File: config.mk
export PLATFORM = sky130hd
export DESIGN_NAME = ascii_radix_to_uint64_unit
export DESIGN_NICKNAME = d
export VERILOG_FILES = /design/src/ar2u_pkg.sv /design/src/ar2u_in_stage.sv /design/src/ar2u_accum.sv /design/src/ar2u_out_reg.sv /design/src/ascii_radix_to_uint64_unit.sv
export SDC_FILE = /design/constraint.sdc
export NUM_CORES = 1
export LEC_CHECK = 0
export ABC_AREA = 1
export BUFFER_PORTS_ARGS = -buffer_cell sky130_fd_sc_hd__buf_2
export CAP_MARGIN = 40
export CORE_ASPECT_RATIO = 2
export CORE_MARGIN = 2
export CORE_UTILIZATION = 45
export CTS_CLUSTER_SIZE = 25
export DETAILED_ROUTE_END_ITERATION = 6
export GPL_TIMING_DRIVEN = 0
export SYNTH_ARGS = -nofsm -noshare
export SYNTH_HDL_FRONTEND = slang
export SYNTH_SLANG_ARGS = --single-unit
File: constraint.sdc
create_clock -name clk -period 5.12 [get_ports clk]
set_input_delay 0.768 -clock clk [delete_from_list [all_inputs] [get_ports clk]]
set_output_delay 0.768 -clock clk [all_outputs]
set_load 0.02 [all_outputs]
File: src/ar2u_pkg.sv
// ----------------------------------------------------------------------------
// ar2u_pkg: shared types and constants for the ASCII radix converter
// Holds the string length limit, radix codes, status codes and the
// structures that pass between the converter stages.
// ----------------------------------------------------------------------------
`default_nettype none

package ar2u_pkg;

  // Longest string whose positions are counted; the counter saturates below it.
  localparam int MAX_STRING_LENGTH = 4096;
  localparam int POS_W             = $clog2(MAX_STRING_LENGTH);
  localparam logic [POS_W-1:0] POS_MAX = POS_W'(MAX_STRING_LENGTH - 1);

  // Field widths of the character and the result.
  localparam int CHAR_W   = 8;
  localparam int VALUE_W  = 64;
  localparam int STATUS_W = 2;
  localparam int INDEX_W  = 12;
  localparam int BASE_W   = 5;
  localparam int DIGIT_W  = 4;
  localparam int PROD_W   = VALUE_W + 4;
  localparam int OUT_W    = 80;

  // Radix codes.
  localparam logic [BASE_W-1:0] BASE_2     = 5'd2;
  localparam logic [BASE_W-1:0] BASE_8     = 5'd8;
  localparam logic [BASE_W-1:0] BASE_10    = 5'd10;
  localparam logic [BASE_W-1:0] BASE_16    = 5'd16;
  localparam logic [BASE_W-1:0] BASE_RESET = BASE_10;

  // Result status codes.
  localparam logic [STATUS_W-1:0] ST_OK        = 2'd0;
  localparam logic [STATUS_W-1:0] ST_RANGE     = 2'd1;
  localparam logic [STATUS_W-1:0] ST_NO_DIGITS = 2'd2;
  localparam logic [STATUS_W-1:0] ST_BAD_BASE  = 2'd3;

  // ASCII codes used by the digit decoder.
  localparam logic [CHAR_W-1:0] CH_0     = 8'h30;
  localparam logic [CHAR_W-1:0] CH_9     = 8'h39;
  localparam logic [CHAR_W-1:0] CH_LC_A  = 8'h61;
  localparam logic [CHAR_W-1:0] CH_LC_F  = 8'h66;
  localparam logic [CHAR_W-1:0] CH_UC_A  = 8'h41;
  localparam logic [CHAR_W-1:0] CH_UC_F  = 8'h46;
  localparam logic [CHAR_W-1:0] HEX_OFFS = 8'd10;

  // Decoded character held in the input register.
  typedef struct packed {
    logic               is_digit;
    logic [DIGIT_W-1:0] digit;
    logic               last;
  } ar2u_char_t;

  // One conversion result.
  typedef struct packed {
    logic [VALUE_W-1:0]  value;
    logic [STATUS_W-1:0] status;
    logic [INDEX_W-1:0]  stop_index;
    logic                stopped_early;
  } ar2u_result_t;

endpackage

`default_nettype wire

File: src/ar2u_in_stage.sv
// ----------------------------------------------------------------------------
// ar2u_in_stage: input register and digit decoder
// Registers each accepted character together with its last flag and its
// digit value in any supported radix (hex letters in either case).
// ----------------------------------------------------------------------------
`default_nettype none

module ar2u_in_stage (
  input  wire logic                            clk,
  input  wire logic                            rst,
  input  wire logic                            s_tvalid,
  output logic                                 s_tready,
  input  wire logic [ar2u_pkg::CHAR_W-1:0]     s_tdata,   // [7:0] char_code
  input  wire logic                            s_tlast,   // last_char
  input  wire logic                            take,
  output logic                                 item_valid,
  output ar2u_pkg::ar2u_char_t                 item
);

  ar2u_pkg::ar2u_char_t decoded;

  // Digit value of the character, flagged when it is a digit in radix 16.
  always_comb begin
    decoded.last     = s_tlast;
    decoded.is_digit = 1'b1;
    decoded.digit    = '0;
    if (s_tdata >= ar2u_pkg::CH_0 && s_tdata <= ar2u_pkg::CH_9) begin
      decoded.digit = ar2u_pkg::DIGIT_W'(s_tdata - ar2u_pkg::CH_0);
    end else if (s_tdata >= ar2u_pkg::CH_LC_A && s_tdata <= ar2u_pkg::CH_LC_F) begin
      decoded.digit = ar2u_pkg::DIGIT_W'(s_tdata - ar2u_pkg::CH_LC_A + ar2u_pkg::HEX_OFFS);
    end else if (s_tdata >= ar2u_pkg::CH_UC_A && s_tdata <= ar2u_pkg::CH_UC_F) begin
      decoded.digit = ar2u_pkg::DIGIT_W'(s_tdata - ar2u_pkg::CH_UC_A + ar2u_pkg::HEX_OFFS);
    end else begin
      decoded.is_digit = 1'b0;
    end
  end

  // The register may load whenever it is empty or its content moves on.
  assign s_tready = !item_valid || take;

  always_ff @(posedge clk) begin
    if (rst) begin
      item_valid <= 1'b0;
    end else if (s_tready) begin
      item_valid <= s_tvalid;
    end
  end

  always_ff @(posedge clk) begin
    if (s_tvalid && s_tready) begin
      item <= decoded;
    end
  end

endmodule

`default_nettype wire

File: src/ar2u_accum.sv
// ----------------------------------------------------------------------------
// ar2u_accum: radix register, per-string state and result formation
// Folds one digit per cycle, unless stalled, into the 64-bit accumulator with
// exact overflow detection and forms the result on the last character of a string.
// ----------------------------------------------------------------------------
`default_nettype none

module ar2u_accum (
  input  wire logic                          clk,
  input  wire logic                          rst,
  input  wire logic                          cfg_write,
  input  wire logic [ar2u_pkg::BASE_W-1:0]   cfg_data,
  input  wire logic                          item_valid,
  input  wire ar2u_pkg::ar2u_char_t          item,
  input  wire logic                          out_free,
  output logic                               take,
  output logic                               res_valid,
  output ar2u_pkg::ar2u_result_t             res
);

  logic [ar2u_pkg::BASE_W-1:0]  base;
  logic [ar2u_pkg::VALUE_W-1:0] accumulator;
  logic [ar2u_pkg::VALUE_W-1:0] accumulator_next;
  logic [ar2u_pkg::POS_W-1:0]   char_position;
  logic [ar2u_pkg::POS_W-1:0]   char_position_next;
  logic                         digits_halted;
  logic                         digits_halted_next;
  logic                         overflowed;
  logic                         overflowed_next;
  logic [ar2u_pkg::POS_W-1:0]   halt_position;
  logic [ar2u_pkg::POS_W-1:0]   halt_position_next;

  logic                         base_ok;
  logic                         live;
  logic                         digit_ok;
  logic [ar2u_pkg::PROD_W-1:0]  acc_wide;
  logic [ar2u_pkg::PROD_W-1:0]  scaled;
  logic [ar2u_pkg::PROD_W-1:0]  sum;

  // Radix register; the user must write it only while the block is idle, which the block itself does not enforce.
  always_ff @(posedge clk) begin
    if (rst) begin
      base <= ar2u_pkg::BASE_RESET;
    end else if (cfg_write) begin
      base <= cfg_data;
    end
  end

  assign base_ok = (base == ar2u_pkg::BASE_2) || (base == ar2u_pkg::BASE_8) ||
                   (base == ar2u_pkg::BASE_10) || (base == ar2u_pkg::BASE_16);
  assign live     = base_ok && !digits_halted && !overflowed;
  assign digit_ok = item.is_digit && ({1'b0, item.digit} < base);

  // The radix is a power of two or ten, so scaling is shifts and one add.
  assign acc_wide = {4'b0000, accumulator};
  always_comb begin
    unique case (base)
      ar2u_pkg::BASE_2:  scaled = acc_wide << 1;
      ar2u_pkg::BASE_8:  scaled = acc_wide << 3;
      ar2u_pkg::BASE_10: scaled = (acc_wide << 3) + (acc_wide << 1);
      default:           scaled = acc_wide << 4;
    endcase
  end
  assign sum = scaled + ar2u_pkg::PROD_W'(item.digit);

  // Next state of the string after this character.
  always_comb begin
    accumulator_next   = accumulator;
    digits_halted_next = digits_halted;
    overflowed_next    = overflowed;
    halt_position_next = halt_position;
    if (live) begin
      if (digit_ok) begin
        if (|sum[ar2u_pkg::PROD_W-1:ar2u_pkg::VALUE_W]) begin
          overflowed_next = 1'b1;
        end else begin
          accumulator_next = sum[ar2u_pkg::VALUE_W-1:0];
        end
      end else begin
        digits_halted_next = 1'b1;
        halt_position_next = char_position;
      end
    end
    if (char_position != ar2u_pkg::POS_MAX) begin
      char_position_next = char_position + 1'b1;
    end else begin
      char_position_next = char_position;
    end
  end

  // A character moves on unless it ends a string and the result slot is full.
  assign take      = item_valid && (!item.last || out_free);
  assign res_valid = take && item.last;

  // Result on the last character, in order of precedence.
  always_comb begin
    res.value         = accumulator_next;
    res.status        = ar2u_pkg::ST_OK;
    res.stop_index    = '0;
    res.stopped_early = 1'b0;
    if (!base_ok) begin
      res.value  = '0;
      res.status = ar2u_pkg::ST_BAD_BASE;
    end else if (overflowed_next) begin
      res.value  = '1;
      res.status = ar2u_pkg::ST_RANGE;
    end else if (digits_halted_next) begin
      res.stop_index    = ar2u_pkg::INDEX_W'(halt_position_next);
      res.stopped_early = 1'b1;
      if (halt_position_next == '0) begin
        res.value  = '0;
        res.status = ar2u_pkg::ST_NO_DIGITS;
      end
    end
  end

  // Per-string state, cleared after each result.
  always_ff @(posedge clk) begin
    if (rst) begin
      accumulator   <= '0;
      char_position <= '0;
      digits_halted <= 1'b0;
      overflowed    <= 1'b0;
      halt_position <= '0;
    end else if (take) begin
      if (item.last) begin
        accumulator   <= '0;
        char_position <= '0;
        digits_halted <= 1'b0;
        overflowed    <= 1'b0;
        halt_position <= '0;
      end else begin
        accumulator   <= accumulator_next;
        char_position <= char_position_next;
        digits_halted <= digits_halted_next;
        overflowed    <= overflowed_next;
        halt_position <= halt_position_next;
      end
    end
  end

  // A string either stops at a non-digit or overflows, never both.
  a_halt_excl_ovf: assert property (@(posedge clk) disable iff (rst)
    !(digits_halted && overflowed))
    else $error("stop and overflow flags both set");

  // The string state is clear after a result.
  a_clear_after_last: assert property (@(posedge clk) disable iff (rst)
    take && item.last |=> accumulator == '0 && char_position == '0 && !overflowed)
    else $error("string state not cleared after a result");

  // Overflow is sticky until the string ends.
  a_ovf_sticky: assert property (@(posedge clk) disable iff (rst)
    overflowed && !(take && item.last) |=> overflowed)
    else $error("overflow flag dropped inside a string");

  // The position advances by one per character until it saturates.
  a_pos_step: assert property (@(posedge clk) disable iff (rst)
    take && !item.last && char_position != ar2u_pkg::POS_MAX
    |=> char_position == $past(char_position) + 1'b1)
    else $error("character position did not advance");

endmodule

`default_nettype wire

File: src/ar2u_out_reg.sv
// ----------------------------------------------------------------------------
// ar2u_out_reg: result register on the output stream
// Holds one finished result until the receiver takes it, and packs the
// result fields into the output data word.
// ----------------------------------------------------------------------------
`default_nettype none

module ar2u_out_reg (
  input  wire logic                          clk,
  input  wire logic                          rst,
  input  wire logic                          res_valid,
  input  wire ar2u_pkg::ar2u_result_t        res,
  output logic                               out_free,
  output logic                               m_tvalid,
  input  wire logic                          m_tready,
  output logic [ar2u_pkg::OUT_W-1:0]         m_tdata
);

  ar2u_pkg::ar2u_result_t held;

  // The slot is free when empty or when its result is taken this cycle.
  assign out_free = !m_tvalid || m_tready;

  always_ff @(posedge clk) begin
    if (rst) begin
      m_tvalid <= 1'b0;
    end else if (out_free) begin
      m_tvalid <= res_valid;
    end
  end

  always_ff @(posedge clk) begin
    if (res_valid && out_free) begin
      held <= res;
    end
  end

  // Fields from the lowest bit up, padded with zeros to whole bytes.
  assign m_tdata = {1'b0, held.stopped_early, held.stop_index, held.status, held.value};

endmodule

`default_nettype wire

File: src/ascii_radix_to_uint64_unit.sv
// ----------------------------------------------------------------------------
// ascii_radix_to_uint64_unit: streamed ASCII number to unsigned 64-bit value
// Converts a string in radix 2, 8, 10 or 16 into a 64-bit value with status.
// ----------------------------------------------------------------------------
// Characters arrive on the slave stream, one per transfer, with tlast on the
// final character of each string. One result leaves on the master stream per
// string, after its last character: value, status, stop position and a flag
// for a string that stopped at a non-digit.
// The radix is written on the cfg channel, which is always ready; write it
// only between strings. After reset the radix is 10 and no string is open.
// The last character of a string lands in the input register at its transfer;
// the result formed from it loads into the result register, which offers it.
// Characters are taken one per cycle, but a last character waits while the
// result register is full; the accumulator loop (shift-and-add scaling, digit
// add and overflow test) is combinational around the accumulator register.
// When the receiver stalls, the held result waits in the result register;
// characters that do not end a string keep flowing, and a last character
// waits in the input register until the result register frees, which then
// back-pressures the slave stream.
// ----------------------------------------------------------------------------
`default_nettype none

module ascii_radix_to_uint64_unit (
  input  wire logic                          clk,
  input  wire logic                          rst,
  input  wire logic                          cfg_valid,
  output logic                               cfg_ready,
  input  wire logic [ar2u_pkg::BASE_W-1:0]   cfg_data,   // [4:0] number_base
  input  wire logic                          s_tvalid,
  output logic                               s_tready,
  input  wire logic [ar2u_pkg::CHAR_W-1:0]   s_tdata,    // [7:0] char_code
  input  wire logic                          s_tlast,    // last_char
  output logic                               m_tvalid,
  input  wire logic                          m_tready,
  // [63:0] value, [65:64] status, [77:66] stop_index, [78] stopped_early,
  // [79] zero
  output logic [ar2u_pkg::OUT_W-1:0]         m_tdata
);

  logic                    item_valid;
  ar2u_pkg::ar2u_char_t    item;
  logic                    take;
  logic                    res_valid;
  ar2u_pkg::ar2u_result_t  res;
  logic                    out_free;

  // The radix register takes a write in any cycle.
  assign cfg_ready = 1'b1;

  // Input register and digit decoder.
  ar2u_in_stage u_in (
    .clk        (clk),
    .rst        (rst),
    .s_tvalid   (s_tvalid),
    .s_tready   (s_tready),
    .s_tdata    (s_tdata),
    .s_tlast    (s_tlast),
    .take       (take),
    .item_valid (item_valid),
    .item       (item)
  );

  // Accumulator, string state and result logic.
  ar2u_accum u_acc (
    .clk        (clk),
    .rst        (rst),
    .cfg_write  (cfg_valid && cfg_ready),
    .cfg_data   (cfg_data),
    .item_valid (item_valid),
    .item       (item),
    .out_free   (out_free),
    .take       (take),
    .res_valid  (res_valid),
    .res        (res)
  );

  // Result register on the master stream.
  ar2u_out_reg u_out (
    .clk       (clk),
    .rst       (rst),
    .res_valid (res_valid),
    .res       (res),
    .out_free  (out_free),
    .m_tvalid  (m_tvalid),
    .m_tready  (m_tready),
    .m_tdata   (m_tdata)
  );

endmodule

`default_nettype wire
== Word-level counts from Yosys, hierarchy flattened ==
Cells that the tools add are included.

* Logic and storage cells: 90
* Output and inout port bits: 83
* Register bits after elaboration: 182

* Add/sub/neg operators: 8
* Equal/unequal tests: 5
* Bitwise operators: 2
* $lt $le $gt $ge: 7
* Reductions and logical operators: 28
* Muxes and demuxes: 24

{| class="wikitable"
|+ Operators with widths
! cell !! number
|-
| 64-bit 2-to-1 mux || 4
|-
| 68-bit case mux with 3 select lines || 1
|-
| 66-bit 2-to-1 mux || 2
|-
| 79-bit 2-to-1 mux || 1
|-
| 67-bit by 65-bit adder with 68-bit output || 1
|-
| 68-bit by 4-bit adder with 68-bit output || 1
|-
| 12-bit 2-to-1 mux || 5
|-
| 8-bit by 7-bit greater-or-equal comparator with 1-bit output (second input constant) || 2
|-
| 8-bit by 7-bit less-or-equal comparator with 1-bit output (second input constant) || 2
|-
| 12-bit by 1-bit adder with 12-bit output (second input constant) || 1
|-
| 12-bit logical NOT || 1
|-
| 4-bit 2-to-1 mux || 3
|-
| 12-bit inequality test (second input constant) || 1
|-
| 4-bit by 1-bit subtractor with 4-bit output (second input constant) || 3
|-
| 5-bit by 4-bit == test with 1-bit output (second input constant) || 2
|-
| 1-bit logical AND || 10
|-
| 4-bit adder (second input constant) || 2
|-
| 8-bit by 6-bit greater-or-equal comparator with 1-bit output (second input constant) || 1
|-
| 8-bit by 6-bit less-or-equal comparator with 1-bit output (second input constant) || 1
|-
| 1-bit 2-to-1 mux || 8
|-
| 1-bit logical OR || 6
|-
| 5-bit by 2-bit == test with 1-bit output (second input constant) || 1
|-
| 5-bit == test (second input constant) || 1
|-
| 1-bit logical NOT || 5
|-
| 7 further kinds || 9
|}

== Logic depth before layout (Yosys ltp) ==
* Word-level depth: 11
* Mapped depth: 34
* Depth with buffers taken out: 31

== Cells and area by module ==
From an unflattened synthesis, not the netlist that was laid out.

* Cells, all modules: 3159
* Area total of the unflattened synthesis: 18296.3 µm²

{| class="wikitable"
|+ By module, submodules not included
! module !! cells an instance !! instances !! area each (µm²)
|-
| ar2u_accum || 3023 || 1 || 15407.3
|-
| ar2u_out_reg || 87 || 1 || 2431.1
|-
| ar2u_in_stage || 47 || 1 || 446.7
|-
| ascii_radix_to_uint64_unit || 2 || 1 || 11.3
|}

== Least setup slack after synthesis ==
Ideal clock, no wire load.

* Kind: reg2reg
* From: register u_acc.base[2] (netlist bit)
* To: register u_out.held, in the netlist u_out.m_tdata[44] (data pin)
* Data required time: 4866 ps
* Stages on the path, launching flop included: 35
* Buffers on the path: 6
* Path slack: 835 ps
* Arrival: 4031 ps
* Cell sequence: dfxtp_1 -> inv_2 -> nand3_2 -> nor2_2 -> buf_4 -> buf_2 -> buf_4 -> buf_2 -> nand2_1 -> o221ai_1 -> ha_1 -> nand3_1 -> and2_1 -> inv_1 -> nand3_1 -> nor2_4 -> nand2_4 -> nor2_8 -> nand3_4 -> nor2_4 -> nand2_4 -> nor2_8 -> nand2_2 -> nor2_2 -> nand3_1 -> nand2_1 -> nand2_1 -> nor2_4 -> nand2_1 -> nand2_2 -> nand2_2 -> o21ai_2 -> buf_6 -> buf_8 -> nor2_2

* Longest elaborated chain between the ends: 11
* Elaborated cells between the ends (all ways): 28

{| class="wikitable"
|+ RTL lines
! element !! line !! source
|-
| from (decl) || ar2u_accum.sv:21 || <nowiki>logic [ar2u_pkg::BASE_W-1:0] base;</nowiki>
|-
| from (signal assigned) || ar2u_accum.sv:43 || <nowiki>base <= ar2u_pkg::BASE_RESET;</nowiki>
|-
| from (signal assigned) || ar2u_accum.sv:45 || <nowiki>base <= cfg_data;</nowiki>
|-
| branches (longest 11 deep; another with 68-bit by 4-bit adder with 68-bit output) || -- ||
|-
| to (signal assigned) || ar2u_out_reg.sv:34 || <nowiki>held <= res;</nowiki>
|-
| to (decl) || ar2u_out_reg.sv:19 || <nowiki>ar2u_pkg::ar2u_result_t held;</nowiki>
|}

Several ways; the timed one is not identified.
A chain may end at the register's enable or synchronous reset.

== Worst setup path after layout ==
* From: register u_acc.accumulator[27] (netlist bit)
* To: register u_out.held, in the netlist u_out.m_tdata[5] (data pin)

* Longest elaborated chain between the ends: 10
* Elaborated cells between the ends (all ways): 13

{| class="wikitable"
|+ RTL lines
! element !! line !! source
|-
| from (decl) || ar2u_accum.sv:22 || <nowiki>logic [ar2u_pkg::VALUE_W-1:0] accumulator;</nowiki>
|-
| from (signal assigned) || ar2u_accum.sv:133 || <nowiki>accumulator <= accumulator_next;</nowiki>
|-
| 67-bit by 65-bit adder with 68-bit output || ar2u_accum.sv:60 || <nowiki>ar2u_pkg::BASE_10: scaled = (acc_wide << 3) + (acc_wide << 1);</nowiki>
|-
| 68-bit case mux with 3 select lines * || ar2u_accum.sv:57 || <nowiki>unique case (base)</nowiki>
|-
| 68-bit by 4-bit adder with 68-bit output * || ar2u_accum.sv:64 || <nowiki>assign sum = scaled + ar2u_pkg::PROD_W'(item.digit);</nowiki>
|-
| 4-bit OR reduction * || ar2u_accum.sv:74 || <nowiki>if (|sum[ar2u_pkg::PROD_W-1:ar2u_pkg::VALUE_W]) begin</nowiki>
|-
| 64-bit 2-to-1 mux || ar2u_accum.sv:74 ||
|-
| 64-bit 2-to-1 mux || ar2u_accum.sv:73 || <nowiki>if (digit_ok) begin</nowiki>
|-
| 64-bit 2-to-1 mux || ar2u_accum.sv:72 || <nowiki>if (live) begin</nowiki>
|-
| 66-bit 2-to-1 mux || ar2u_accum.sv:110 || <nowiki>if (halt_position_next == '0) begin</nowiki>
|-
| 79-bit 2-to-1 mux || ar2u_accum.sv:107 || <nowiki>end else if (digits_halted_next) begin</nowiki>
|-
| 66-bit 2-to-1 mux * || ar2u_accum.sv:104 || <nowiki>end else if (overflowed_next) begin</nowiki>
|}

Every way passes the cells marked *; elsewhere a longest branch is shown, timed or not.

==> impl_metrics.csv <==
group,metric,value,unit
placed_design,dp_hpwl,66300,µm
grt,grt_pass1_wl,117000,µm
critical_path,arrival,5.15,ns
route,vias,21300,
clocking,cts.path.max_buffers,2,
run_status,status,"complete, no violations",
clocking,cts_hold_buf,0,
critical_path,crit_path_end_kind,"flop",
sta,slew_violations,0,
placed_design,routabilityCongestion,1.02,
route,avgRoutedWirePerCell,20.3,µm
critical_path,crit_fanout,10,
grt,grt_use_total,36.1,%
floorplan,initial_core_util,45.6,%
min_path,hp-class,"flop to flop",
run,cap_violations,0,
clocking,cts-root-buf,"clkbuf_16",
yosys,synthCells,3232,
sta,clock_skew,0.0166,ns
sta,post-route-min-period,4.95,ns
grt,grt.overflow.total,0,
clocking,cts_tree,"built",
route,drc,0,
floorplan,num_rows,105,
placed_design,post-place-cells,3868,
yosys,synth_area_leaders,"nand2_1, edfxtp_1, dfxtp_1",
grt,grt_pass1_vias,20900,
yosys,syn-num-nets,3325,
cells_and_area,fill_cells,4399,
critical_path,slowest_delay,0.65,ns
yosys,ys_ff_latch,182,
cells_and_area,drive_gt1_share,11.1,%
sta,hold_viol,0,
sta,fmax,202,MHz
route,vias_per_cell,5.46,
yosys,synth_flop_cell,"dfxtp_1",
clocking,htreeDepth,4,
sta,hold_slack,0.473,ns
cells_and_area,seqCellArea,4550,µm²
cells_and_area,antenna_cells,0,
cells_and_area,finalNonFillerCells,3906,
critical_path,critPathKind,"flop to flop",
cells_and_area,nets,3451,
power,powerDensity,198,nW/µm²
yosys,synthesis.area,18700,µm²
clocking,path_clk_slew,0.07,ns
yosys,ys_seq_area_share,24.0,%
power,leakagePower,10.0,nW
floorplan,pin_count,102,
critical_path,worst_path_most_repeated_cell,"nand2_1",
floorplan,design.core.area,41100,µm²
clocking,numCtsBuffers,17,
yosys,yosys.area.top_type,"nand2_1",
placed_design,pre_cts_ws,-0.606,ns
clocking,clkLatencyLatePin,0.47,ns
sta,fin_ws,0.170,ns
yosys,synth_edf_count,85,
yosys,synth_top_area_share,22.5,%
yosys,yosys_warnings,0,
critical_path,crit_path_start_kind,"flop",
yosys,synth_cell_types,54,
floorplan,chipWidth,148,µm
floorplan,design.die.area,43400,µm²
route,wirelength,79300,µm
cells_and_area,multiInputGateArea,11800,µm²
grt,antenna_found_initial,1,
clocking,clock_sinks,182,
power,ir_drop,0.305,mV
critical_path,cp_top_family,"simple AND/OR/NAND/NOR gates",
critical_path,cp_num_buf_inv,5,
sta,relSlewSlack,39.8,%
power,finalPower,4.13,mW
critical_path,cp_slowest_cell,"dfxtp_1",
grt,grt_max_degree,66,
route,first_iter_violations,1387,
route,first_pass_iters,6,
critical_path,critPathRequiredTime,5.32,ns
cells_and_area,area_growth,11.3,%
floorplan,die_h,293,µm
placed_design,port_buffers,98,
route,ant_nets,0,
yosys,synth_area_per_cell,5.80,µm²
sta,period_share,96.7,%
sta,setup_viol,0,
sta,tightestPinTransition,0.894,ns
yosys,async_flop_share,0,%
-- tightest hold or removal path, stage by stage, from the launching register on --
cell	delay (ns)
dfxtp_1	0.31
nand2_1	0.06
a21oi_1	0.05
-- where the power goes --
group	leakage (nW)	internal [mW]	total [mW]	switching [mW]
clock network	0.281	0.675	1.34	0.663
logic	8.23	0.357	1.20	0.843
registers	1.52	1.57	1.59	0.0243
total	10.0	2.60	4.13	1.53
-- metal layers --
layer  global-route usage (%)  part of all wire, %  up-vias
li1                         -                    -    10500
met1                     32.2                   31     9624
met2                     66.2                   51      872
met3                     3.80                  4.9      361
met4                     39.3                   13        0
met5                        0                    0        -
-- path summary, 6_finish.rpt --
kind / startpoint / depth (start not counted) / to / slack, ns
setup reg to reg: u_acc.accumulator[27] / 26 / u_out.m_tdata[5] / 0.17
setup / recovery: u_acc.accumulator[27] / 26 / u_out.m_tdata[5] / 0.17
hold / removal: u_acc.halt_position[11] / 2 / u_acc.halt_position[11] / 0.47
hold reg to reg: u_acc.halt_position[11] / 2 / u_acc.halt_position[11] / 0.47
-- cell usage in the layout, fill, tap and decap left out, drive strengths merged, types with 15 or more instances in the layout --
| cell | Yosys | layout |
|---|---|---|
| a21oi | 187 | 187 |
| a221oi | 46 | 46 |
| buf | 70 | 176 |
| clkbuf | 34 | 53 |
| clkinv | 10 | 15 |
| dfxtp | 97 | 97 |
| edfxtp | 85 | 85 |
| ha | 72 | 72 |
| inv | 519 | 525 |
| nand2 | 1134 | 1134 |
| nand3 | 193 | 194 |
| nand4 | 108 | 108 |
| nor2 | 470 | 470 |
| nor3 | 23 | 23 |
| o21ai | 68 | 68 |
| xor2 | 47 | 47 |
-- what timing repair did --
action                     in CTS  in global routing
pin swaps                       3                  8
cloned                          0                  1
resized for setup              10                 96
setup endpoints to repair     141                136
setup buffers                   1                  5
-- final cells by class --
cell class,instances,area share [%]
Buffer,102,3.21
Clock buffer,19,2.18
Clock inverter,13,0.630
Inverter,529,9.54
Multi-Input combinational cell,2418,56.6
Sequential cell,182,21.8
Tap cell,535,3.21
Timing Repair Buffer,108,2.82
-- Yosys cell counts, drive strengths merged, types with 2 or more instances --
| library cell | count |
|---|---|
| buf | 70 |
| o21bai | 9 |
| and3 | 2 |
| o22ai | 8 |
| nand4 | 108 |
| clkinv | 10 |
| xnor2 | 9 |
| a221oi | 46 |
| conb | 2 |
| inv | 519 |
| clkbuf | 34 |
| and2 | 3 |
| a21oi | 187 |
| nor2 | 470 |
| edfxtp | 85 |
| fa | 2 |
| o21ai | 68 |
| or2 | 6 |
| nor3 | 23 |
| ha | 72 |
| nor4 | 5 |
| a211oi | 2 |
| dfxtp | 97 |
| xor2 | 47 |
| nand2 | 1134 |
| nand3 | 193 |
| nand3b | 14 |
-- logic make-up (layout without fill, tap and decap cells) --
logic type      Yosys count  in the layout  synth area share (%)
xor+xnor                 56             56                  2.62
flops                   182            182                  24.0
other cells               2              2                0.0401
buf+inv                 633            771                  14.0
compound gates          325            325                  9.98
simple gates           1960           1961                  44.4
fa+ha+maj                74             74                  5.02
-- metrics by stage --
| stage | TNS (ns) | instance area [µm²] | utilization (%) |
|---|---|---|---|
| 2_1_floorplan | 0 | 18700 | - |
| 3_3_place_gp | -35.96 | 19900 | 48.4 |
| 3_5_place_dp | -48.86 | 19900 | 48.5 |
| 4_1_cts | 0 | 20600 | 50.0 |
| 5_1_grt | -0.239 | 20900 | 50.7 |
| 6_report | 0 | 20900 | 50.7 |
-- sequential cells by signal (all words and copies together), names as in the netlist --
name                 cells
u_acc.char_position     12
u_acc.overflowed         1
u_acc.halt_position     12
u_acc.digits_halted      1
u_in.item_valid          1
u_acc.base               5
u_acc.accumulator       64
u_out.m_tvalid           1
u_in.item                6
u_out.m_tdata           79
Power figures use the tool's default switching activity.
